[src/design/mcis_pkg.sv]
// Shared types and constants for the multichannel IIR smoother.
`timescale 1ns / 1ps

package mcis_pkg;

    // Fixed field widths of the stream and configuration words.
    localparam int CMD_W       = 2;
    localparam int CHAN_W      = 4;
    localparam int WORD_W      = 16;
    localparam int VALUE_W     = 12;
    localparam int DIVISOR_W   = 16;
    localparam int REM_W       = DIVISOR_W + 1;
    localparam int SCALE_SHIFT = 16;
    localparam int CFG_INDEX_W = 2;
    localparam int CFG_DATA_W  = 16;

    // Input tdata holds sample_word and read_channel, padded to whole bytes.
    localparam int S_DATA_W = ((WORD_W + CHAN_W + 7) / 8) * 8;
    // Output tdata holds out_channel and out_value.
    localparam int M_DATA_W = ((CHAN_W + VALUE_W + 7) / 8) * 8;

    localparam logic [DIVISOR_W-1:0] DIVISOR_RESET = 16'd8;

    typedef enum logic [CMD_W-1:0] {
        CMD_SAMPLE = 2'd0,
        CMD_READ   = 2'd1,
        CMD_CLEAR  = 2'd2
    } cmd_t;

    typedef enum logic [CFG_INDEX_W-1:0] {
        REG_MULTI_MODE     = 2'd0,
        REG_TAGGED_WORDS   = 2'd1,
        REG_FILTER_DIVISOR = 2'd2,
        REG_START_CHANNEL  = 2'd3
    } cfg_reg_t;

    // Control bundle from the sequencer to the channel state memory.
    typedef struct packed {
        logic              clear;
        logic              rd_en;
        logic [CHAN_W-1:0] rd_chan;
        logic              wr_en;
        logic [CHAN_W-1:0] wr_chan;
    } mem_ctrl_t;

endpackage

[src/design/mcis_chan_mem.sv]
// Per-channel accumulator and remainder memory with valid bits for fast clearing.
`timescale 1ns / 1ps

module mcis_chan_mem #(
    parameter int NUM_CHANNELS = 16,
    parameter int ACC_W        = 28
) (
    input  logic                            aclk,
    input  logic                            aresetn,
    input  mcis_pkg::mem_ctrl_t             ctrl,
    input  logic signed [ACC_W-1:0]         wr_acc,
    input  logic signed [mcis_pkg::REM_W-1:0] wr_rem,
    output logic signed [ACC_W-1:0]         rd_acc,
    output logic signed [mcis_pkg::REM_W-1:0] rd_rem
);
    import mcis_pkg::*;

    localparam int IDX_W = $clog2(NUM_CHANNELS);

    logic signed [ACC_W-1:0] acc_mem [NUM_CHANNELS];
    logic signed [REM_W-1:0] rem_mem [NUM_CHANNELS];
    logic [NUM_CHANNELS-1:0] valid_reg;
    logic signed [ACC_W-1:0] rd_acc_reg;
    logic signed [REM_W-1:0] rd_rem_reg;
    logic [IDX_W-1:0]        rd_idx;
    logic [IDX_W-1:0]        wr_idx;

    assign rd_idx = ctrl.rd_chan[IDX_W-1:0];
    assign wr_idx = ctrl.wr_chan[IDX_W-1:0];

    // An entry that was not written since the last clear reads as zero.
    always_ff @(posedge aclk) begin
        if (!aresetn || ctrl.clear) begin
            valid_reg <= '0;
        end else if (ctrl.wr_en) begin
            valid_reg[wr_idx] <= 1'b1;
        end
    end

    always_ff @(posedge aclk) begin
        if (ctrl.wr_en) begin
            acc_mem[wr_idx] <= wr_acc;
            rem_mem[wr_idx] <= wr_rem;
        end
    end

    always_ff @(posedge aclk) begin
        if (ctrl.rd_en) begin
            rd_acc_reg <= valid_reg[rd_idx] ? acc_mem[rd_idx] : '0;
            rd_rem_reg <= valid_reg[rd_idx] ? rem_mem[rd_idx] : '0;
        end
    end

    assign rd_acc = rd_acc_reg;
    assign rd_rem = rd_rem_reg;

endmodule

[src/design/mcis_serial_div.sv]
// Bit-serial restoring divider for signed dividends, truncating toward zero.
`timescale 1ns / 1ps

module mcis_serial_div #(
    parameter int DIVIDEND_W = 30
) (
    input  logic                                aclk,
    input  logic                                aresetn,
    input  logic                                start,
    input  logic signed [DIVIDEND_W-1:0]        dividend,
    input  logic [mcis_pkg::DIVISOR_W-1:0]      divisor,
    output logic                                done,
    output logic signed [DIVIDEND_W-1:0]        quotient,
    output logic signed [mcis_pkg::REM_W-1:0]   remainder
);
    import mcis_pkg::*;

    localparam int CNT_W = $clog2(DIVIDEND_W);

    typedef enum logic [3:0] {
        DV_IDLE  = 4'b0001,
        DV_ABS   = 4'b0010,
        DV_SHIFT = 4'b0100,
        DV_SIGN  = 4'b1000
    } div_state_t;

    div_state_t              state_reg;
    logic [CNT_W-1:0]        cnt_reg;
    logic                    done_reg;
    logic                    neg_reg;
    logic [DIVIDEND_W-1:0]   mag_reg;
    logic [DIVISOR_W-1:0]    part_reg;
    logic [DIVISOR_W-1:0]    divisor_reg;
    logic signed [DIVIDEND_W-1:0] quot_reg;
    logic signed [REM_W-1:0] rem_reg;
    logic [DIVISOR_W:0]      shifted;
    logic [DIVISOR_W+1:0]    trial;
    logic                    take;
    logic [REM_W-1:0]        rem_mag;

    // One quotient bit per cycle: bring down the next dividend bit and try a subtract.
    assign shifted = {part_reg, mag_reg[DIVIDEND_W-1]};
    assign trial   = {1'b0, shifted} - {2'b00, divisor_reg};
    assign take    = ~trial[DIVISOR_W+1];
    assign rem_mag = {1'b0, part_reg};

    always_ff @(posedge aclk) begin
        if (!aresetn) begin
            state_reg <= DV_IDLE;
            cnt_reg   <= '0;
            done_reg  <= 1'b0;
        end else begin
            done_reg <= 1'b0;
            unique case (state_reg)
                DV_IDLE: begin
                    if (start) begin
                        state_reg <= DV_ABS;
                    end
                end
                DV_ABS: begin
                    state_reg <= DV_SHIFT;
                    cnt_reg   <= CNT_W'(DIVIDEND_W - 1);
                end
                DV_SHIFT: begin
                    if (cnt_reg == '0) begin
                        state_reg <= DV_SIGN;
                    end else begin
                        cnt_reg <= cnt_reg - 1'b1;
                    end
                end
                DV_SIGN: begin
                    state_reg <= DV_IDLE;
                    done_reg  <= 1'b1;
                end
                default: begin
                    state_reg <= DV_IDLE;
                end
            endcase
        end
    end

    always_ff @(posedge aclk) begin
        unique case (state_reg)
            DV_IDLE: begin
                if (start) begin
                    mag_reg     <= dividend;
                    neg_reg     <= dividend[DIVIDEND_W-1];
                    divisor_reg <= divisor;
                    part_reg    <= '0;
                end
            end
            DV_ABS: begin
                mag_reg <= neg_reg ? (~mag_reg + 1'b1) : mag_reg;
            end
            DV_SHIFT: begin
                part_reg <= take ? trial[DIVISOR_W-1:0] : shifted[DIVISOR_W-1:0];
                mag_reg  <= {mag_reg[DIVIDEND_W-2:0], take};
            end
            DV_SIGN: begin
                quot_reg <= neg_reg ? (~mag_reg + 1'b1) : mag_reg;
                rem_reg  <= neg_reg ? (~rem_mag + 1'b1) : rem_mag;
            end
            default: begin
            end
        endcase
    end

    assign done      = done_reg;
    assign quotient  = quot_reg;
    assign remainder = rem_reg;

endmodule

[src/design/multichannel_iir_smoother.sv]
// Top level of the multichannel first-order IIR smoother with its command sequencer.
`timescale 1ns / 1ps

// Channel    Direction  Handshake                 Contents
// s_         in         s_tvalid / s_tready       tuser: command; tdata: sample_word, read_channel
// m_         out        m_tvalid / m_tready       tdata: out_channel, out_value
// cfg_       in         cfg_valid / cfg_ready     cfg_index selects a register, cfg_data holds it
//
// The block takes a new input word only once the current one is finished. A filtered
// sample is the slowest item: the bit-serial divider works one quotient bit per cycle
// over the SAMPLE_BITS+18 bit difference. A read of an existing channel passes through
// fetch and done, a pass-through sample or a read of a missing channel through done alone,
// and a clear, a dropped sample or an ignored word finishes on acceptance.
// Reset is synchronous and active low; it empties every channel through the valid bits,
// so no clearing pass follows. A stalled output holds one finished word while the next
// input word is taken; only a second finished word waits for the first.

module multichannel_iir_smoother #(
    parameter int NUM_CHANNELS = 16,
    parameter int SAMPLE_BITS  = 12
) (
    input  logic                              aclk,
    input  logic                              aresetn,
    input  logic                              s_tvalid,
    output logic                              s_tready,
    // [15:0] sample_word, [19:16] read_channel, [23:20] zero
    input  logic [mcis_pkg::S_DATA_W-1:0]     s_tdata,
    // [1:0] command
    input  logic [mcis_pkg::CMD_W-1:0]        s_tuser,
    output logic                              m_tvalid,
    input  logic                              m_tready,
    // [3:0] out_channel, [15:4] out_value
    output logic [mcis_pkg::M_DATA_W-1:0]     m_tdata,
    input  logic                              cfg_valid,
    output logic                              cfg_ready,
    input  logic [mcis_pkg::CFG_INDEX_W-1:0]  cfg_index,
    input  logic [mcis_pkg::CFG_DATA_W-1:0]   cfg_data
);
    import mcis_pkg::*;

    // The accumulator holds the sample scaled by 2^16; the difference needs two more bits.
    localparam int ACC_W  = SAMPLE_BITS + SCALE_SHIFT;
    localparam int DIFF_W = ACC_W + 2;
    localparam int IDX_W  = $clog2(NUM_CHANNELS);
    localparam logic [CHAN_W:0] CHAN_LIMIT = (CHAN_W + 1)'(NUM_CHANNELS);

    typedef enum logic [4:0] {
        ST_IDLE   = 5'b00001,
        ST_FETCH  = 5'b00010,
        ST_DIVIDE = 5'b00100,
        ST_UPDATE = 5'b01000,
        ST_DONE   = 5'b10000
    } state_t;

    // Configuration registers.
    logic                 multi_mode_reg;
    logic                 tagged_words_reg;
    logic [DIVISOR_W-1:0] filter_divisor_reg;
    logic [CHAN_W-1:0]    start_channel_reg;

    // Sequencer state.
    state_t               state_reg, state_next;
    logic [IDX_W-1:0]     robin_reg, robin_next;
    logic                 m_valid_reg, m_valid_next;

    // Item payload held while the item is worked on.
    logic [CHAN_W-1:0]      chan_reg, chan_next;
    logic                   is_read_reg, is_read_next;
    logic [SAMPLE_BITS-1:0] sample_reg, sample_next;
    logic [CHAN_W-1:0]      res_chan_reg, res_chan_next;
    logic [VALUE_W-1:0]     res_value_reg, res_value_next;
    logic [M_DATA_W-1:0]    m_data_reg, m_data_next;

    // Input word fields.
    logic                   accept;
    cmd_t                   in_cmd;
    logic [WORD_W-1:0]      in_word;
    logic [CHAN_W-1:0]      in_rch;
    logic [CHAN_W-1:0]      in_tag;
    logic [SAMPLE_BITS-1:0] in_sample;
    logic signed [VALUE_W-1:0] pass_value;

    // Datapath.
    mem_ctrl_t               mem_ctrl;
    logic signed [ACC_W-1:0] rd_acc;
    logic signed [REM_W-1:0] rd_rem;
    logic signed [ACC_W-1:0] x_value;
    logic signed [DIFF_W-1:0] diff_value;
    logic signed [ACC_W-1:0] acc_new;
    logic [DIVISOR_W-1:0]    divisor_eff;
    logic                    div_start;
    logic                    div_done;
    logic signed [DIFF_W-1:0] div_quot;
    logic signed [REM_W-1:0] div_rem;
    logic [IDX_W-1:0]        robin_start;
    logic [IDX_W-1:0]        robin_adv;
    logic signed [VALUE_W-1:0] fetch_value;
    logic signed [VALUE_W-1:0] update_value;

    assign accept    = s_tvalid && s_tready;
    assign s_tready  = (state_reg == ST_IDLE);
    assign cfg_ready = 1'b1;

    assign in_cmd     = cmd_t'(s_tuser);
    assign in_word    = s_tdata[WORD_W-1:0];
    assign in_rch     = s_tdata[WORD_W +: CHAN_W];
    assign in_tag     = in_word[WORD_W-1 -: CHAN_W];
    assign in_sample  = in_word[SAMPLE_BITS-1:0];
    assign pass_value = VALUE_W'($signed(in_sample));

    // The round-robin counter restarts at zero when the start channel does not exist.
    assign robin_start = ({1'b0, start_channel_reg} < CHAN_LIMIT) ?
                         start_channel_reg[IDX_W-1:0] : '0;
    assign robin_adv   = (robin_reg == IDX_W'(NUM_CHANNELS - 1)) ? '0 : robin_reg + 1'b1;

    // A zero divisor behaves as one.
    assign divisor_eff = (filter_divisor_reg == '0) ? DIVISOR_W'(1) : filter_divisor_reg;

    // d = rem + x - acc, with x the sample scaled by 2^16.
    assign x_value    = {sample_reg, SCALE_SHIFT'(0)};
    assign diff_value = DIFF_W'(rd_rem) + DIFF_W'(x_value) - DIFF_W'(rd_acc);
    assign acc_new    = rd_acc + ACC_W'(div_quot);

    // The reported value is the accumulator shifted down by 16, floor rounding.
    assign fetch_value  = VALUE_W'($signed(rd_acc[ACC_W-1:SCALE_SHIFT]));
    assign update_value = VALUE_W'($signed(acc_new[ACC_W-1:SCALE_SHIFT]));

    always_ff @(posedge aclk) begin
        if (!aresetn) begin
            multi_mode_reg     <= 1'b1;
            tagged_words_reg   <= 1'b0;
            filter_divisor_reg <= DIVISOR_RESET;
            start_channel_reg  <= '0;
        end else if (cfg_valid && cfg_ready) begin
            unique case (cfg_reg_t'(cfg_index))
                REG_MULTI_MODE:     multi_mode_reg     <= cfg_data[0];
                REG_TAGGED_WORDS:   tagged_words_reg   <= cfg_data[0];
                REG_FILTER_DIVISOR: filter_divisor_reg <= cfg_data[DIVISOR_W-1:0];
                REG_START_CHANNEL:  start_channel_reg  <= cfg_data[CHAN_W-1:0];
                default: begin
                end
            endcase
        end
    end

    always_comb begin
        state_next     = state_reg;
        robin_next     = robin_reg;
        m_valid_next   = m_valid_reg && !m_tready;
        m_data_next    = m_data_reg;
        chan_next      = chan_reg;
        is_read_next   = is_read_reg;
        sample_next    = sample_reg;
        res_chan_next  = res_chan_reg;
        res_value_next = res_value_reg;
        mem_ctrl       = '0;
        div_start      = 1'b0;

        unique case (state_reg)
            ST_IDLE: begin
                if (accept) begin
                    unique case (in_cmd)
                        CMD_SAMPLE: begin
                            sample_next  = in_sample;
                            is_read_next = 1'b0;
                            if (!multi_mode_reg) begin
                                // Single mode reports the raw sample on the start channel.
                                res_chan_next  = start_channel_reg;
                                res_value_next = pass_value;
                                state_next     = ST_DONE;
                            end else if (tagged_words_reg) begin
                                // A tag naming a missing channel drops the word silently.
                                if ({1'b0, in_tag} < CHAN_LIMIT) begin
                                    chan_next        = in_tag;
                                    mem_ctrl.rd_en   = 1'b1;
                                    mem_ctrl.rd_chan = in_tag;
                                    state_next       = ST_FETCH;
                                end
                            end else begin
                                chan_next        = CHAN_W'(robin_reg);
                                robin_next       = robin_adv;
                                mem_ctrl.rd_en   = 1'b1;
                                mem_ctrl.rd_chan = CHAN_W'(robin_reg);
                                state_next       = ST_FETCH;
                            end
                        end
                        CMD_READ: begin
                            if ({1'b0, in_rch} < CHAN_LIMIT) begin
                                chan_next        = in_rch;
                                is_read_next     = 1'b1;
                                mem_ctrl.rd_en   = 1'b1;
                                mem_ctrl.rd_chan = in_rch;
                                state_next       = ST_FETCH;
                            end else begin
                                // A missing channel reads as zero.
                                res_chan_next  = in_rch;
                                res_value_next = '0;
                                state_next     = ST_DONE;
                            end
                        end
                        CMD_CLEAR: begin
                            mem_ctrl.clear = 1'b1;
                            robin_next     = robin_start;
                        end
                        default: begin
                        end
                    endcase
                end
            end
            ST_FETCH: begin
                if (is_read_reg) begin
                    res_chan_next  = chan_reg;
                    res_value_next = fetch_value;
                    state_next     = ST_DONE;
                end else begin
                    div_start  = 1'b1;
                    state_next = ST_DIVIDE;
                end
            end
            ST_DIVIDE: begin
                if (div_done) begin
                    state_next = ST_UPDATE;
                end
            end
            ST_UPDATE: begin
                mem_ctrl.wr_en   = 1'b1;
                mem_ctrl.wr_chan = chan_reg;
                res_chan_next    = chan_reg;
                res_value_next   = update_value;
                state_next       = ST_DONE;
            end
            ST_DONE: begin
                // Hand the result to the output register once it is free.
                if (!m_valid_reg || m_tready) begin
                    m_valid_next = 1'b1;
                    m_data_next  = {res_value_reg, res_chan_reg};
                    state_next   = ST_IDLE;
                end
            end
            default: begin
                state_next = ST_IDLE;
            end
        endcase
    end

    always_ff @(posedge aclk) begin
        if (!aresetn) begin
            state_reg   <= ST_IDLE;
            robin_reg   <= '0;
            m_valid_reg <= 1'b0;
        end else begin
            state_reg   <= state_next;
            robin_reg   <= robin_next;
            m_valid_reg <= m_valid_next;
        end
    end

    always_ff @(posedge aclk) begin
        chan_reg      <= chan_next;
        is_read_reg   <= is_read_next;
        sample_reg    <= sample_next;
        res_chan_reg  <= res_chan_next;
        res_value_reg <= res_value_next;
        m_data_reg    <= m_data_next;
    end

    assign m_tvalid = m_valid_reg;
    assign m_tdata  = m_data_reg;

    mcis_chan_mem #(
        .NUM_CHANNELS (NUM_CHANNELS),
        .ACC_W        (ACC_W)
    ) u_chan_mem (
        .aclk    (aclk),
        .aresetn (aresetn),
        .ctrl    (mem_ctrl),
        .wr_acc  (acc_new),
        .wr_rem  (div_rem),
        .rd_acc  (rd_acc),
        .rd_rem  (rd_rem)
    );

    mcis_serial_div #(
        .DIVIDEND_W (DIFF_W)
    ) u_serial_div (
        .aclk      (aclk),
        .aresetn   (aresetn),
        .start     (div_start),
        .dividend  (diff_value),
        .divisor   (divisor_eff),
        .done      (div_done),
        .quotient  (div_quot),
        .remainder (div_rem)
    );

    // The divider only finishes while the sequencer waits for it.
    a_div_done_in_divide : assert property (@(posedge aclk) disable iff (!aresetn)
        div_done |-> (state_reg == ST_DIVIDE))
        else $error("divider finished outside the divide phase");

    // A finished result moves into a free or draining output register.
    a_done_loads_output : assert property (@(posedge aclk) disable iff (!aresetn)
        ((state_reg == ST_DONE) && (!m_valid_reg || m_tready)) |=>
        (m_valid_reg && (state_reg == ST_IDLE)))
        else $error("finished result not handed to the output register");

    // The round-robin counter never names a missing channel.
    a_robin_in_range : assert property (@(posedge aclk) disable iff (!aresetn)
        ({1'b0, CHAN_W'(robin_reg)} < CHAN_LIMIT))
        else $error("round-robin channel out of range");

endmodule
[config.mk]
export PLATFORM = sky130hd
export DESIGN_NAME = multichannel_iir_smoother
export DESIGN_NICKNAME = d
export VERILOG_FILES = /design/src/design/mcis_pkg.sv /design/src/design/mcis_chan_mem.sv /design/src/design/mcis_serial_div.sv /design/src/design/multichannel_iir_smoother.sv
export SDC_FILE = /design/constraint.sdc
export NUM_CORES = 1
export LEC_CHECK = 0
export BUFFER_PORTS_ARGS = -buffer_cell sky130_fd_sc_hd__buf_2
export CAP_MARGIN = 15
export CORE_AREA = 3 3 413 415
export DETAILED_ROUTE_END_ITERATION = 7
export DIE_AREA = 0 0 416 418
export PLACE_DENSITY = 0.42
export SLEW_MARGIN = 20
export SYNTH_ARGS = -nofsm -noshare
export SYNTH_HDL_FRONTEND = slang
export SYNTH_SLANG_ARGS = --single-unit
export TNS_END_PERCENT = 5
[constraint.sdc]
create_clock -name aclk -period 15.55 [get_ports aclk]
set_clock_uncertainty 0.15 [all_clocks]
set_input_delay 4.665 -clock aclk [delete_from_list [all_inputs] [get_ports aclk]]
set_output_delay 4.665 -clock aclk [all_outputs]
set_load 0.01 [all_outputs]
Word level (Yosys, flattened, before mapping) --
Memory sizes are Yosys's and may differ from the RTL's. A register that Yosys moved wholly into a read port is not among the register bits. Index checks and enable logic that the tools add are counted.
Storage, ports and cells: register bits 215, bits in writable memories 720, output and inout port bits 19, word-level logic and storage cells 159, memories kept 2
Operators by class: add/subtract/negate cells 8, order comparisons 3, equal/unequal tests 27, mux-type cells 55, bitwise operators 4, reductions and logical operators 36
Memories:
- u_chan_mem.acc_mem | words 16, width 28, read ports 1, clocked after Yosys merged registers in 1, wr ports 1, RTL line mcis_chan_mem.sv:20 | logic signed [ACC_W-1:0] acc_mem [NUM_CHANNELS];
- u_chan_mem.rem_mem | words 16, width 17, read ports 1, clocked after Yosys merged registers in 1, wr ports 1, RTL line mcis_chan_mem.sv:21 | logic signed [REM_W-1:0] rem_mem [NUM_CHANNELS];
Operators with widths (count):
- case mux 30 bit (3 select lines) | 1
- 2-to-1 mux 30 bit | 2
- 2-to-1 mux 12 bit | 4
- 2-to-1 mux 16 bit | 3
- 2-to-1 mux 4 bit | 12
- 2-to-1 mux 5 bit | 8
- case mux 12 bit (3 select lines) | 1
- case mux 16 bit (2 select lines) | 1
- adder 30 x 1 -> 30 bit, second input constant | 1
- NOT 30 bit | 1
- case mux 5 bit (2 select lines) | 3
- subtractor 29 x 28 -> 30 bit | 1
- adder 17 x 28 -> 29 bit | 1
- adder 28 bit | 1
- case mux 5 bit (5 select lines) | 1
- case mux 4 bit (3 select lines) | 2
- AND reduction 2 bit | 10
- subtractor 17 x 16 -> 18 bit | 1
- adder 17 x 1 -> 17 bit, second input constant | 1
- NOT 16 -> 17 bit | 1
- zero test 16 bit | 1
- OR 16 bit | 1
- case mux 4 bit (2 select lines) | 2
- != test 2 bit, second input constant | 7
- other kinds (33) | 66

Longest topological paths before layout --
word-level depth 8, mapped depth 14, depth with buffers taken out 14

By module --
Synthesis repeated with hierarchy kept, for this count alone.
Unflattened totals: cells, all modules 2548, area total of the unflattened synthesis 42203.0 sq um
By module, submodules not included:
- mcis_chan_mem | instances 1, cells each 1213, area an instance 28977.8 sq um, sequential area each 23292.3 sq um
- multichannel_iir_smoother | instances 1, cells each 782, area an instance 6860.3 sq um, sequential area each 2112.0 sq um
- mcis_serial_div | instances 1, cells each 553, area an instance 6364.9 sq um, sequential area each 3503.4 sq um

Worst setup path before layout --
OpenSTA, ideal clock, no wires.
path type input -> register, from in s_tuser[0] (netlist bit), to reg u_chan_mem.rd_acc_reg[0] (netlist: u_chan_mem.rd_acc[0]) (read register of u_chan_mem.acc_mem), enable pin, arrival 7.195 ns, data required time 14.952 ns, path slack 7.757 ns, stages 5, buffers on the path 1, cells stage by stage clkbuf_1 -> nand2_1 -> inv_1 -> nor2_1 -> nor2_1
RTL lines:
- start: declaration | RTL line multichannel_iir_smoother.sv:29 | input logic [mcis_pkg::CMD_W-1:0] s_tuser,
- end: declaration | RTL line mcis_chan_mem.sv:23 | logic signed [ACC_W-1:0] rd_acc_reg;

Worst setup path in the final report --
from in s_tuser[0] (netlist bit), to reg u_chan_mem.rd_rem_reg[4] (netlist: u_chan_mem.rd_rem[4]) (read register of u_chan_mem.rem_mem) (data pin)
Between the ends: word-level cells in the longest chain between the ends 7, elaborated cells on any way between the ends 8, classes of those cells 1 x eq/ne; 5 x mux; 2 x reduce/logical
RTL lines:
- == test 2 x 1 -> 1 bit or zero test 2 bit (tied branches) | RTL line multichannel_iir_smoother.sv:162 | unique case (in_cmd)
- case mux 5 bit (2 select lines) (*) | RTL line multichannel_iir_smoother.sv:162
- 2-to-1 mux 6 bit (*) | RTL line multichannel_iir_smoother.sv:161 | if (accept) begin
- 2-to-1 mux 6 bit (*) | RTL line multichannel_iir_smoother.sv:159 | unique case (state_reg)
- binary-select mux 1 bit (select 4 bit) | RTL line mcis_chan_mem.sv:50 | rd_rem_reg <= valid_reg[rd_idx] ? rem_mem[rd_idx] : '0;
- 2-to-1 mux 1 bit (not written as such) | RTL line mcis_chan_mem.sv:50
- zero test 1 bit (no source line)
- end: declaration | RTL line mcis_chan_mem.sv:24 | logic signed [REM_W-1:0] rd_rem_reg;
Mark *: on every way between the ends. The rest lies on a longest branch, timed or not. The select of a mux whose other input is x is not followed. A chain may end at the register's enable or synchronous reset.

==> results.py <==
metrics = {
    "detailed_routing": {
        "vias": 25852,
        "drtAntennaViolNets": 0,
        "wl_per_cell_um": 22.4,
        "viasPerCell": 4.71,
        "wl_mm": 123,
        "drc": 0,
        "drt_iter0_drc": 1904,
        "drtPass1Iterations": 5,
    },
    "cts": {
        "post_cts_buffers": 0,
        "cts_max_path_buffers": 3,
        "htree_levels": 3,
        "cts.repair.resized": 0,
        "tritoncts": "done",
        "worstSkewPairLatency_ns": 0.70,
        "cts_buffers": 109,
        "cts_sinks": 980,
        "clk_pin_slew_ns": 0.06,
        "cts-root-buf": "clkbuf_16",
        "holdBufCountCts": 0,
    },
    "critical_path": {
        "slowest_stage": "a2111oi_0",
        "critical_path.startpoint_type": "input pin",
        "crit_path_end_kind": "flip-flop",
        "worst_path_most_repeated_cell": "buf_4",
        "cp.arrival_ns": 8.61,
        "r2r_end": "u_chan_mem.rd_rem[4]$_SDFFCE_PN0P_",
        "worstSetupPathType": "input pin to flip-flop",
        "cp_top_family": "compound AO/OA/AOI/OAI gates",
        "cpPeakStageDelay_ns": 0.85,
        "regToRegSetupSlack_ns": 10.36,
        "r2r_cells": 10,
        "path_cells": "buf_2 > nor2b_1 > a22oi_1 > o211ai_1 > buf_4 > buf_4 > o22ai_1 > a21oi_1 > nand2_1 > o21ai_0 > nor2_1 > a2111oi_0",
        "crit_required_ns": 15.75,
        "r2r-start": "state_reg[2]$_SDFFE_PN0P_",
        "crit_path_max_fanout": 49,
        "cp_num_buf_inv": 3,
    },
    "sta": {
        "post-route-period-util_pct": 54.1,
        "fin_crit_ns": 8.41,
        "drv_slew": 0,
        "rsz0062_at_grt": "false",
        "tns_ns": 0,
        "max_slew_margin_pct": 22.9,
        "max_freq_mhz": 119,
        "tightest_slew_ns": 1.14,
        "setup_viol": 0,
        "finalHoldViolations": 0,
    },
    "cells_and_area": {
        "drive_above_1_share_pct": 10.7,
        "largest_reg_flops": 448,
        "fin_util_pct": 29.0,
        "fillers": 16894,
        "syn2layout_area_growth_pct": 16.1,
        "fin_cells": 5493,
        "antennaDiodeCount": 0,
        "final_nets": 3356,
    },
    "flow_run": {
        "drv_cap": 0,
    },
    "synth": {
        "synth_top_cells_by_area": "edfxtp_1, nand2_1, dfxtp_1, ha_1, a21oi_1",
        "syn-cell-area_um2": 41800,
        "ys_seq_elements": 980,
        "yosysMostFrequentCell": "edfxtp_1",
        "ys.flop_type": "edfxtp_1",
        "yosysTopAreaCellShare_pct": 66.3,
        "async_reset_ff_share_pct": 0,
        "syn-num-nets": 3287,
        "synth.distinct_cells": 76,
        "yosys-top-cells-count": "edfxtp_1, nand2_1, a21oi_1",
        "seq_area_frac_synth_pct": 69.0,
        "synth_edf_count": 922,
        "syn_avg_cell_area_um2": 13.3,
        "ys_warn_count": 0,
        "yosys.area.top_type": "edfxtp_1",
        "synth_cells": 3131,
    },
    "floorplan": {
        "start_util_pct": 25.0,
        "coreArea_um2": 167000,
        "ios": 68,
        "die_area_um2": 174000,
        "die_y_um": 418,
        "num_rows": 150,
        "die_width_um": 416,
    },
    "global_routing": {
        "grt_max_degree": 91,
        "grt-ovfl-total": 0,
        "grt_usage_pct": 13.9,
        "grt_pass1_wl_mm": 181,
        "antenna_found_initial": 0,
        "grt_pass1_vias": 26182,
    },
    "placement": {
        "post-place-cells": 5293,
        "hpwl_mm": 70.4,
        "gp_congestion": 0.808,
        "port_buffers": 62,
    },
    "power_and_ir_drop": {
        "ir_drop_v": 0.0000857,
        "power.density_nw_per_um2": 127,
        "power.leakage_nw": 16.4,
    },
    "status": {
        "status": "finished clean",
    },
    "worst_hold_path": {
        "min_path_cells": 0,
        "min-delay-start": "res_chan_reg[3]$_DFFE_PP_",
        "min_to": "m_tdata[3]$_DFFE_PP_",
        "hp-class": "flip-flop to flip-flop",
    },
}
[logic make-up after synthesis]
family	after synthesis	share of synthesized area (%)
xor gates and xnor gates	99	2.08
muxes	70	1.70
buffers and inverters	271	2.45
AOI/OAI and AO/OA	869	13.5
and+or+nand+nor	734	7.74
adders and majority gates	107	3.47
DFF	980	69.0
other	1	0.00898
[layout make-up]
class | instances | area (um^2) | share of cell area [%]
well taps | 2204 | 2760 | 5.69
clock buffers | 147 | 3050 | 6.29
multi-input cells | 1880 | 12300 | 25.3
clock inverters | 53 | 350 | 0.722
flip-flops and latches | 980 | 28800 | 59.5
repair buffers | 133 | 868 | 1.79
inverters | 96 | 360 | 0.743
[worst max-delay path by stage]
stage / start / endpoint / slack, ns / depth (start not counted)
2_1_floorplan: s_tuser[0] / u_chan_mem.rd_acc[0]$_SDFFCE_PN0P_ / 7.76 / 5
3_5_place_dp: s_tuser[1] / u_chan_mem.rd_rem[4]$_SDFFCE_PN0P_ / 6.37 / 9
4_1_cts: s_tuser[1] / u_chan_mem.rd_rem[4]$_SDFFCE_PN0P_ / 7.11 / 9
3_3_place_gp: s_tuser[1] / u_chan_mem.rd_acc[3]$_SDFFCE_PN0P_ / 6.38 / 12
6_report: s_tuser[0] / u_chan_mem.rd_rem[4]$_SDFFCE_PN0P_ / 7.14 / 12
5_1_grt: s_tuser[0] / u_chan_mem.rd_rem[4]$_SDFFCE_PN0P_ / 6.88 / 12
[metal layers]
layer	vias up	routed length [um]	global-route usage (%)
met3	151	4430	1.89
met1	13074	57000	18.9
met4	0	2310	2.91
li1	12165	-	-
met2	462	59600	23.7
met5	-	0	0
[stage by stage]
| stage | cell area (um^2) | hold WS (ns) | total power [mW] | setup slack [ns] |
|---|---|---|---|---|
| 4_1_cts | 48400 | 0.268 | 6.25 | 7.11 |
| 5_1_grt | 48500 | 0.273 | 6.43 | 6.88 |
| 6_report | 48500 | 0.265 | 6.17 | 7.14 |
| 3_3_place_gp | 45000 | 0.250 | 3.76 | 6.38 |
| 2_1_floorplan | 41800 | 0.250 | 3.51 | 7.76 |
| 3_5_place_dp | 45000 | 0.255 | 3.76 | 6.37 |
[cell usage in the layout, fill, tap and decap left out, types with 8 or more instances in the layout]
cell / count
nor2_1: 171
o22ai_1: 142
clkinv_1: 26
ha_1: 92
nor3_1: 18
edfxtp_1: 922
nand2_1: 334
buf_4: 69
a21o_1: 29
o31ai_1: 17
xor2_1: 21
a21boi_0: 24
dfxtp_1: 58
o21a_1: 27
a22oi_1: 32
xnor2_1: 66
a2111oi_0: 46
fa_1: 15
o31a_1: 8
clkbuf_1: 28
o221ai_1: 49
buf_2: 62
a211oi_1: 60
nor2b_1: 17
nand2b_1: 21
clkinv_2: 17
and3_1: 11
a21oi_1: 194
mux2i_1: 64
nor4_1: 11
o21ai_0: 172
nor2_4: 16
or3_1: 11
inv_1: 94
clkbuf_16: 116
nand3_1: 66
[where the power goes]
group | switching (mW) | internal (mW) | total (mW) | leakage, nW
registers | 0.0345 | 2.98 | 3.02 | 8.78
logic | 0.459 | 0.227 | 0.686 | 5.95
clock network | 1.05 | 1.42 | 2.47 | 1.67
total | 1.54 | 4.63 | 6.17 | 16.4
(Power assumes the default switching activity.)
